## src/hdl/mms_pkg.sv

```systemverilog
`timescale 1ns / 1ps

package mms_pkg;

   typedef enum logic [3:0] {
      PH_IDLE  = 4'd0,
      PH_START = 4'd1,
      PH_OP0   = 4'd2,
      PH_OP1   = 4'd3,
      PH_ADDR  = 4'd4,
      PH_TURN1 = 4'd5,
      PH_TURN2 = 4'd6,
      PH_READ  = 4'd7,
      PH_WRITE = 4'd8
   } phase_type;

   localparam logic [1:0] OPC_WRITE = 2'b01;
   localparam logic [1:0] OPC_READ  = 2'b10;

   // address phase ends once the counter has reached this value
   localparam logic [3:0] ADDR_LAST = 4'd10;
   // data bits go msb first
   localparam logic [3:0] DATA_MSB  = 4'd15;

   typedef struct packed {
      logic        last_clock;
      logic        drive_level;
      phase_type   phase;
      logic [1:0]  op_bits;
      logic [3:0]  bit_index;
      logic [9:0]  address_shift;
      logic [15:0] data_word;
   } frame_state_type;

   typedef struct packed {
      logic        data_in_pin;
      logic [4:0]  phy_address;
      logic [4:0]  reg_address;
      logic        read_strobe;
      logic        write_strobe;
      logic [15:0] write_value;
      logic        bad_opcode;
   } result_type;

endpackage

```

## src/hdl/mms_req_if.sv

```systemverilog
`timescale 1ns / 1ps

interface mms_req_if;
   logic        valid;
   logic        ready;
   logic        clock_pin;
   logic        data_out_pin;
   logic [15:0] read_data;

   modport source (output valid, output clock_pin, output data_out_pin, output read_data,
                   input ready);
   modport sink (input valid, input clock_pin, input data_out_pin, input read_data,
                 output ready);
endinterface

```

## src/hdl/mms_rsp_if.sv

```systemverilog
`timescale 1ns / 1ps

interface mms_rsp_if;
   logic        valid;
   logic        ready;
   logic        data_in_pin;
   logic [4:0]  phy_address;
   logic [4:0]  reg_address;
   logic        read_strobe;
   logic        write_strobe;
   logic [15:0] write_value;
   logic        bad_opcode;

   modport source (output valid, output data_in_pin, output phy_address,
                   output reg_address, output read_strobe, output write_strobe,
                   output write_value, output bad_opcode, input ready);
   modport sink (input valid, input data_in_pin, input phy_address,
                 input reg_address, input read_strobe, input write_strobe,
                 input write_value, input bad_opcode, output ready);
endinterface

```

## src/hdl/mdio_management_slave.sv

```systemverilog
`timescale 1ns / 1ps
// result: registered, shown on rsp in the cycle after its pin sample is transferred
// throughput: one sample per cycle; a new sample is taken while the last result
// waits, as long as the result register is empty or being emptied that cycle
// reset: synchronous, active high; frame engine goes idle with clock and
// data-in levels high, address and data words cleared, no result pending

module mdio_management_slave (
   input logic    clock,
   input logic    reset,
   mms_req_if.sink   req_if,
   mms_rsp_if.source rsp_if
);
   import mms_pkg::*;

   frame_state_type state_ff;
   frame_state_type state_in;
   result_type      result_ff;
   result_type      result_in;
   logic            rsp_valid_ff;
   logic            rsp_valid_in;
   logic            req_transfer;

   assign req_if.ready = !rsp_valid_ff || rsp_if.ready;
   assign req_transfer = req_if.valid && req_if.ready;

   mms_frame_engine u_engine (
      .state_cur    (state_ff),
      .clock_pin    (req_if.clock_pin),
      .data_out_pin (req_if.data_out_pin),
      .read_data    (req_if.read_data),
      .state_nxt    (state_in),
      .result       (result_in)
   );

   always_comb begin
      rsp_valid_in = rsp_valid_ff;
      if (req_transfer) begin
         rsp_valid_in = 1'b1;
      end else if (rsp_if.ready) begin
         rsp_valid_in = 1'b0;
      end
   end

   always_ff @(posedge clock) begin
      if (reset) begin
         state_ff.last_clock    <= 1'b1;
         state_ff.drive_level   <= 1'b1;
         state_ff.phase         <= PH_IDLE;
         state_ff.op_bits       <= '0;
         state_ff.bit_index     <= '0;
         state_ff.address_shift <= '0;
         state_ff.data_word     <= '0;
         rsp_valid_ff           <= 1'b0;
      end else begin
         if (req_transfer) begin
            state_ff <= state_in;
         end
         rsp_valid_ff <= rsp_valid_in;
      end
   end

   // result payload, loaded on each input transfer
   always_ff @(posedge clock) begin
      if (req_transfer) begin
         result_ff <= result_in;
      end
   end

   assign rsp_if.valid        = rsp_valid_ff;
   assign rsp_if.data_in_pin  = result_ff.data_in_pin;
   assign rsp_if.phy_address  = result_ff.phy_address;
   assign rsp_if.reg_address  = result_ff.reg_address;
   assign rsp_if.read_strobe  = result_ff.read_strobe;
   assign rsp_if.write_strobe = result_ff.write_strobe;
   assign rsp_if.write_value  = result_ff.write_value;
   assign rsp_if.bad_opcode   = result_ff.bad_opcode;

endmodule

```

## src/hdl/mms_frame_engine.sv

```systemverilog
`timescale 1ns / 1ps

module mms_frame_engine (
   input  mms_pkg::frame_state_type state_cur,
   input  logic                     clock_pin,
   input  logic                     data_out_pin,
   input  logic [15:0]              read_data,
   output mms_pkg::frame_state_type state_nxt,
   output mms_pkg::result_type      result
);
   import mms_pkg::*;

   logic       rising;
   logic [1:0] op_full;
   logic       rstb;
   logic       wstb;
   logic       bad;

   assign rising  = !state_cur.last_clock && clock_pin;
   assign op_full = state_cur.op_bits | {1'b0, data_out_pin};

   always_comb begin
      state_nxt            = state_cur;
      state_nxt.last_clock = clock_pin;
      rstb                 = 1'b0;
      wstb                 = 1'b0;
      bad                  = 1'b0;
      if (rising) begin
         case (state_cur.phase)
            PH_IDLE: begin
               // no preamble check: any low level starts a frame
               state_nxt.phase = data_out_pin ? PH_IDLE : PH_START;
            end
            PH_START: begin
               state_nxt.phase = data_out_pin ? PH_OP0 : PH_IDLE;
            end
            PH_OP0: begin
               state_nxt.op_bits = {data_out_pin, 1'b0};
               state_nxt.phase   = PH_OP1;
            end
            PH_OP1: begin
               state_nxt.op_bits       = op_full;
               state_nxt.bit_index     = '0;
               state_nxt.address_shift = '0;
               if (op_full == OPC_READ || op_full == OPC_WRITE) begin
                  state_nxt.phase = PH_ADDR;
               end else begin
                  bad             = 1'b1;
                  state_nxt.phase = PH_IDLE;
               end
            end
            PH_ADDR: begin
               state_nxt.address_shift = {state_cur.address_shift[8:0], data_out_pin};
               state_nxt.bit_index     = state_cur.bit_index + 4'd1;
               // the incremented count reaching the limit ends the address field
               if (state_cur.bit_index == ADDR_LAST - 4'd1) begin
                  state_nxt.phase = PH_TURN1;
               end
            end
            PH_TURN1: begin
               state_nxt.phase = PH_TURN2;
            end
            PH_TURN2: begin
               state_nxt.bit_index = DATA_MSB;
               if (state_cur.op_bits == OPC_READ) begin
                  state_nxt.data_word = read_data;
                  rstb                = 1'b1;
                  state_nxt.phase     = PH_READ;
               end else begin
                  state_nxt.data_word = '0;
                  state_nxt.phase     = PH_WRITE;
               end
            end
            PH_READ: begin
               state_nxt.drive_level = state_cur.data_word[state_cur.bit_index];
               if (state_cur.bit_index == 4'd0) begin
                  state_nxt.phase = PH_IDLE;
               end else begin
                  state_nxt.bit_index = state_cur.bit_index - 4'd1;
               end
            end
            PH_WRITE: begin
               // echo the master's bit back on data-in
               state_nxt.drive_level = data_out_pin;
               if (data_out_pin) begin
                  state_nxt.data_word[state_cur.bit_index] = 1'b1;
               end
               if (state_cur.bit_index == 4'd0) begin
                  wstb            = 1'b1;
                  state_nxt.phase = PH_IDLE;
               end else begin
                  state_nxt.bit_index = state_cur.bit_index - 4'd1;
               end
            end
            default: begin
               state_nxt.phase = PH_IDLE;
            end
         endcase
      end
   end

   always_comb begin
      result.data_in_pin  = state_nxt.drive_level;
      result.phy_address  = state_nxt.address_shift[9:5];
      result.reg_address  = state_nxt.address_shift[4:0];
      result.read_strobe  = rstb;
      result.write_strobe = wstb;
      result.write_value  = state_nxt.data_word;
      result.bad_opcode   = bad;
   end

endmodule

```

## src/flat_wrapper.sv

```systemverilog
// flat-port wrapper written by rule: the top's interface ports become plain ports
module mdio_management_slave_flat import mms_pkg::*;
  (clock, reset, req_if_valid, req_if_clock_pin, req_if_data_out_pin, req_if_read_data, req_if_ready, rsp_if_valid, rsp_if_data_in_pin, rsp_if_phy_address, rsp_if_reg_address, rsp_if_read_strobe, rsp_if_write_strobe, rsp_if_write_value, rsp_if_bad_opcode, rsp_if_ready);
  mms_req_if req_if_i ();
  mms_rsp_if rsp_if_i ();
  input logic clock;
  input logic reset;
  input wire logic [$bits(req_if_i.valid)-1:0] req_if_valid;
  input wire logic [$bits(req_if_i.clock_pin)-1:0] req_if_clock_pin;
  input wire logic [$bits(req_if_i.data_out_pin)-1:0] req_if_data_out_pin;
  input wire logic [$bits(req_if_i.read_data)-1:0] req_if_read_data;
  output wire logic [$bits(req_if_i.ready)-1:0] req_if_ready;
  output wire logic [$bits(rsp_if_i.valid)-1:0] rsp_if_valid;
  output wire logic [$bits(rsp_if_i.data_in_pin)-1:0] rsp_if_data_in_pin;
  output wire logic [$bits(rsp_if_i.phy_address)-1:0] rsp_if_phy_address;
  output wire logic [$bits(rsp_if_i.reg_address)-1:0] rsp_if_reg_address;
  output wire logic [$bits(rsp_if_i.read_strobe)-1:0] rsp_if_read_strobe;
  output wire logic [$bits(rsp_if_i.write_strobe)-1:0] rsp_if_write_strobe;
  output wire logic [$bits(rsp_if_i.write_value)-1:0] rsp_if_write_value;
  output wire logic [$bits(rsp_if_i.bad_opcode)-1:0] rsp_if_bad_opcode;
  input wire logic [$bits(rsp_if_i.ready)-1:0] rsp_if_ready;
  assign req_if_i.valid = req_if_valid;
  assign req_if_i.clock_pin = req_if_clock_pin;
  assign req_if_i.data_out_pin = req_if_data_out_pin;
  assign req_if_i.read_data = req_if_read_data;
  assign req_if_ready = req_if_i.ready;
  assign rsp_if_valid = rsp_if_i.valid;
  assign rsp_if_data_in_pin = rsp_if_i.data_in_pin;
  assign rsp_if_phy_address = rsp_if_i.phy_address;
  assign rsp_if_reg_address = rsp_if_i.reg_address;
  assign rsp_if_read_strobe = rsp_if_i.read_strobe;
  assign rsp_if_write_strobe = rsp_if_i.write_strobe;
  assign rsp_if_write_value = rsp_if_i.write_value;
  assign rsp_if_bad_opcode = rsp_if_i.bad_opcode;
  assign rsp_if_i.ready = rsp_if_ready;
  mdio_management_slave u_core (.clock(clock), .reset(reset), .req_if(req_if_i), .rsp_if(rsp_if_i));
endmodule
```

## config.mk

```make
export PLATFORM = sky130hd
export DESIGN_NAME = mdio_management_slave_flat
export DESIGN_NICKNAME = d
export VERILOG_FILES = /design/src/hdl/mms_pkg.sv /design/src/hdl/mms_req_if.sv /design/src/hdl/mms_rsp_if.sv /design/src/hdl/mdio_management_slave.sv /design/src/hdl/mms_frame_engine.sv /design/src/flat_wrapper.sv
export SDC_FILE = /design/constraint.sdc
export NUM_CORES = 1
export LEC_CHECK = 0
export ABC_AREA = 1
export BUFFER_PORTS_ARGS = -buffer_cell sky130_fd_sc_hd__buf_2
export CAP_MARGIN = 20
export CORE_UTILIZATION = 50
export DETAILED_ROUTE_END_ITERATION = 12
export PLACE_DENSITY = 0.78
export SLEW_MARGIN = 15
export SYNTH_ARGS = -nofsm -noshare
export SYNTH_HDL_FRONTEND = slang
export SYNTH_SLANG_ARGS = --single-unit
```

## constraint.sdc

```tcl
create_clock -name clock -period 1.8 [get_ports clock]
set_input_delay 0.09 -clock clock [delete_from_list [all_inputs] [get_ports clock]]
set_output_delay 0.09 -clock clock [all_outputs]
set_load 0.01 [all_outputs]
```

==> report_table.html <==
<table>
<tr><th>Metric</th><th>Value</th></tr>
<tr><th colspan="2">Synthesis</th></tr>
<tr><td>Biggest area contributors in the synthesized netlist</td><td>sky130_fd_sc_hd__edfxtp_1, sky130_fd_sc_hd__dfxtp_1, sky130_fd_sc_hd__nand2_1, sky130_fd_sc_hd__inv_1, sky130_fd_sc_hd__nor2_1</td></tr>
<tr><td>Cell Area, Synth</td><td>0.00354 mm²</td></tr>
<tr><td>Yosys reg bits</td><td>69</td></tr>
<tr><td>Post-synthesis cell type count</td><td>33</td></tr>
<tr><td>Post-synthesis cell count</td><td>478</td></tr>
<tr><td>Post-synthesis net count</td><td>503</td></tr>
<tr><td>Seq/Total Area, Yosys</td><td>47.5%</td></tr>
<tr><td>Share of the synthesized area in the top cell type</td><td>25.5%</td></tr>
<tr><td>Cell taking the most area after synthesis</td><td>sky130_fd_sc_hd__edfxtp_1</td></tr>
<tr><td>Average instance area after synthesis</td><td>7.40 µm²</td></tr>
<tr><td>Count of yosys warnings during synthesis</td><td>0</td></tr>
<tr><th colspan="2">Detailed routing</th></tr>
<tr><td>Number of vias after detailed routing</td><td>3,264</td></tr>
<tr><td>Via density per instance</td><td>5.09</td></tr>
<tr><td>Count of unresolved DRC violations after routing</td><td>0</td></tr>
<tr><td>DRC violation total after the first TritonRoute iteration</td><td>269</td></tr>
<tr><td>Antenna-violating nets left</td><td>0</td></tr>
<tr><td>DR pass1 iterations</td><td>5</td></tr>
<tr><td>Mean routed wirelength per cell</td><td>13.3 µm</td></tr>
<tr><td>Total detailed-routing wirelength</td><td>8540 µm</td></tr>
<tr><th colspan="2">Power</th></tr>
<tr><td>Share of total power in sequential cells</td><td>49.0%</td></tr>
<tr><td>Total chip power</td><td>3.64 mW</td></tr>
<tr><td>Clock network power share</td><td>40.6%</td></tr>
<tr><td>Internal power component</td><td>2.69 mW</td></tr>
<tr><td>Switching power summed over all nets</td><td>0.948 mW</td></tr>
<tr><td>Net switching share of the total power</td><td>26.1%</td></tr>
<tr><td>Static Leakage</td><td>2.10 nW</td></tr>
<tr><td>Peak supply drop</td><td>0.441 mV</td></tr>
<tr><td>Power density normalized to cell area</td><td>860 mW/mm²</td></tr>
<tr><td>Fraction of power consumed by combinational cells</td><td>10.5%</td></tr>
<tr><th colspan="2">Setup path</th></tr>
<tr><td>Critical Path Max Stage Delay</td><td>0.38 ns</td></tr>
<tr><td>Required time of the worst setup path</td><td>2.05 ns</td></tr>
<tr><td>Setup Crit Path Kind</td><td>reg2reg</td></tr>
<tr><td>Highest-delay cell along the critical path</td><td>sky130_fd_sc_hd__fa_1</td></tr>
<tr><td>Critical-path cell list</td><td>nor2_2, nand3_2, nand2_2, inv_1, fa_1, xnor2_1, nand2_1, inv_1, nor2_1, nor2_1</td></tr>
<tr><td>Crit Path Max Fanout</td><td>4</td></tr>
<tr><td>Critical path endpoint category</td><td>flip-flop</td></tr>
<tr><td>Data arrival at the endpoint of the critical path</td><td>1.89 ns</td></tr>
<tr><td>Startpoint Class</td><td>flip-flop</td></tr>
<tr><th colspan="2">Global routing</th></tr>
<tr><td>Largest net degree at the start of global routing</td><td>39</td></tr>
<tr><td>Gr busiest metal</td><td>met2</td></tr>
<tr><td>Routing usage on met1</td><td>29.7%</td></tr>
<tr><td>Via count of the first global-routing pass</td><td>3,059</td></tr>
<tr><td>Grt total ovfl</td><td>0</td></tr>
<tr><td>Global-route wire length before repair</td><td>14,100 µm</td></tr>
<tr><td>Met2 Resource Use GR</td><td>42.0%</td></tr>
<tr><td>Global-route met3 utilization</td><td>5.29%</td></tr>
<tr><td>Number of antenna violations at the first check in global routing</td><td>0</td></tr>
<tr><td>GRT Total Usage</td><td>24.6%</td></tr>
<tr><th colspan="2">CTS</th></tr>
<tr><td>Clock latency reported for the late side of the worst-skew pair</td><td>0.36 ns</td></tr>
<tr><td>Number of buffers created by CTS</td><td>9</td></tr>
<tr><td>Number of levels in the clock H-tree</td><td>3</td></tr>
<tr><td>Count of clock tree sinks</td><td>69</td></tr>
<tr><td>Worst-case clock buffer depth</td><td>2</td></tr>
<tr><td>Root Driver</td><td>sky130_fd_sc_hd__clkbuf_8</td></tr>
<tr><td>CTS tree</td><td>yes</td></tr>
<tr><td>Post-CTS clock slew at the launch and capture registers of the worst setup and hold paths</td><td>0.08 ns</td></tr>
<tr><th colspan="2">Placed design</th></tr>
<tr><td>Total placed instance area</td><td>0.00395 mm²</td></tr>
<tr><td>Final RePlAce weighted congestion</td><td>0.928</td></tr>
<tr><td>Port buffer count</td><td>53</td></tr>
<tr><td>DP HPWL</td><td>6050 µm</td></tr>
<tr><th colspan="2">Final layout</th></tr>
<tr><td>Core Util, Final</td><td>61.9%</td></tr>
<tr><td>Area overhead of the layout relative to synthesis</td><td>19.6%</td></tr>
<tr><td>Ratio of cells with drive above 1 in the final layout</td><td>20.9%</td></tr>
<tr><td>Post-Layout Inst Area</td><td>0.00423 mm²</td></tr>
<tr><td>Final layout net count</td><td>565</td></tr>
<tr><td>Diode count</td><td>0</td></tr>
<tr><th colspan="2">Floorplanning</th></tr>
<tr><td>Floorplan die width</td><td>86.1 µm</td></tr>
<tr><td>Total die area</td><td>0.00742 mm²</td></tr>
<tr><td>Die Y-Extent</td><td>86.1 µm</td></tr>
<tr><td>Starting utilization of the core area</td><td>51.8%</td></tr>
<tr><td>CORE AREA</td><td>0.00683 mm²</td></tr>
<tr><td>IO Count</td><td>54</td></tr>
<tr><td>Row Count</td><td>30</td></tr>
<tr><th colspan="2">STA</th></tr>
<tr><td>Setup repair after global routing missed its margin</td><td>yes</td></tr>
<tr><td>Count of final hold-check violations</td><td>0</td></tr>
<tr><td>Top achievable clock speed</td><td>608 MHz</td></tr>
<tr><td>Post-route fraction of the period consumed by the critical path</td><td>91.3%</td></tr>
<tr><td>Hold slack final</td><td>0.0356 ns</td></tr>
<tr><td>Fin Clk Skew</td><td>0.00690 ns</td></tr>
<tr><td>Post-layout minimum cycle time</td><td>1.64 ns</td></tr>
<tr><td>Worst rel slew slack</td><td>75.7%</td></tr>
<tr><td>Final sum of negative setup slack</td><td>0 ns</td></tr>
<tr><td>Actual transition at the worst max-transition pin</td><td>0.365 ns</td></tr>
<tr><td>Final-report max-slew violation count</td><td>0</td></tr>
<tr><td>Number of failing setup endpoints in the final timing report</td><td>0</td></tr>
<tr><th colspan="2">Run status</th></tr>
<tr><td>Result of the run</td><td>complete, no violations</td></tr>
<tr><th colspan="2">Flow run</th></tr>
<tr><td>Count of maximum capacitance violations</td><td>0</td></tr>
<tr><th colspan="2">Hold path</th></tr>
<tr><td>Worst hold path type</td><td>in2reg</td></tr>
</table>
## layout make-up
type	instances	area [µm²]
fillers	632	2600
multi-input cells	318	1510
inverters	74	284
clock inverters	7	105
repair buffers	68	405
clock buffers	9	124
well taps	96	120
flip-flops and latches	69	1690
## sequential cells by signal (all words and copies together), names as in the netlist, named ones only
signal and flops:
u_core.rsp_if.bad_opcode 1, u_core.rsp_if.data_in_pin 1, u_core.rsp_if.phy_address 5, u_core.rsp_if.read_strobe 1, u_core.rsp_if.reg_address 5, u_core.rsp_if.valid 1, u_core.rsp_if.write_strobe 1, u_core.rsp_if.write_value 16
u_core.state_ff 37
## cell families after synthesis
logic type | count (synthesis) | share of synthesized area [%]
compound gates | 88 | 13.2
fa+ha+maj | 3 | 1.27
buf+inv | 91 | 10.8
simple gates | 224 | 26.4
flops | 69 | 47.5
xor+xnor | 3 | 0.743
## cell usage after synthesis (all sizes together)
cell and n:
edfxtp 30, xor2 2, o21ai 52, dfxtp 39, xnor2 1, a31oi 1
nand4 1, nor2 59, fa 1, ha 2, clkbuf 5, clkinv 4
buf 12, a21oi 24, o22ai 10, nand3 28, nor3 2, nand2 134
o211ai 1, inv 70
## power by group through the flow
stage	registers (mW)	clock network (mW)	logic [mW]
5_1_grt	1.79	1.55	0.428
3_5_place_dp	1.82	0	0.375
6_report	1.78	1.48	0.381
4_1_cts	1.78	1.49	0.380
2_1_floorplan	1.84	0	0.213
3_3_place_gp	1.81	0	0.363
## routing by layer
layer / share of wire (%) / vias up / routed length, µm
met4: 2.3 / 0 / 193
met2: 50 / 113 / 4290
met3: 6.2 / 21 / 529
li1: - / 1646 / -
met1: 41 / 1484 / 3520
met5: 0 / - / 0
## metrics by stage
step / setup slack, ns / cells
after global placement: 0.125 / 624
after floorplan: 0.113 / 478
after detailed placement: 0.0854 / 624
after global routing: -0.0272 / 641
after CTS: 0.0707 / 641
final: 0.157 / 641
## critical path: cells and delay by family, from the launching register on
kind | cells | cell delay [ns]
xor gates and xnor gates | 1 | 0.13
and+or+nand+nor | 6 | 0.54
DFF | 1 | 0.34
buffers and inverters | 2 | 0.14
adders and majority gates | 1 | 0.38
## worst paths after layout
path | start | slack (ns) | to | cells after the start
setup / recovery | u_core.state_ff[32]$_SDFFE_PP0P_ | 0.16 | u_core.state_ff[28]$_SDFFE_PP0P_ | 10
hold / removal | rsp_if_ready | 0.04 | u_core.rsp_if.valid$_SDFFE_PP0P_ | 4
setup reg to reg | u_core.state_ff[32]$_SDFFE_PP0P_ | 0.16 | u_core.state_ff[28]$_SDFFE_PP0P_ | 10
hold reg to reg | u_core.state_ff[36]$_SDFFE_PP1P_ | 0.48 | u_core.state_ff[36]$_SDFFE_PP1P_ | 2
## what timing repair did
action                                  CTS  global route
gates resized for setup                   0            11
endpoints found under the setup margin    0             4
hold endpoints to repair                  1             0
hold buffers                              1             0
setup buffers                             0             0
## layout by cell type, fill, tap and decap left out, types with 2 or more instances in the layout
cell type / count
sky130_fd_sc_hd__edfxtp_1: 30
sky130_fd_sc_hd__nand2_2: 7
sky130_fd_sc_hd__nor2_4: 2
sky130_fd_sc_hd__o22ai_1: 10
sky130_fd_sc_hd__clkbuf_8: 9
sky130_fd_sc_hd__buf_4: 12
sky130_fd_sc_hd__a21oi_1: 23
sky130_fd_sc_hd__dfxtp_2: 3
sky130_fd_sc_hd__nand3_1: 27
sky130_fd_sc_hd__clkinv_1: 3
sky130_fd_sc_hd__buf_2: 53
sky130_fd_sc_hd__buf_12: 2
sky130_fd_sc_hd__clkinvlp_4: 2
sky130_fd_sc_hd__nor2_1: 50
sky130_fd_sc_hd__nand2_1: 126
sky130_fd_sc_hd__o21ai_0: 34
sky130_fd_sc_hd__dfxtp_1: 36
sky130_fd_sc_hd__bufinv_16: 2
sky130_fd_sc_hd__nor2_2: 7
sky130_fd_sc_hd__inv_1: 65
sky130_fd_sc_hd__o21ai_1: 18
sky130_fd_sc_hd__inv_6: 3
sky130_fd_sc_hd__inv_2: 4
Power figures use the tool's default switching activity.
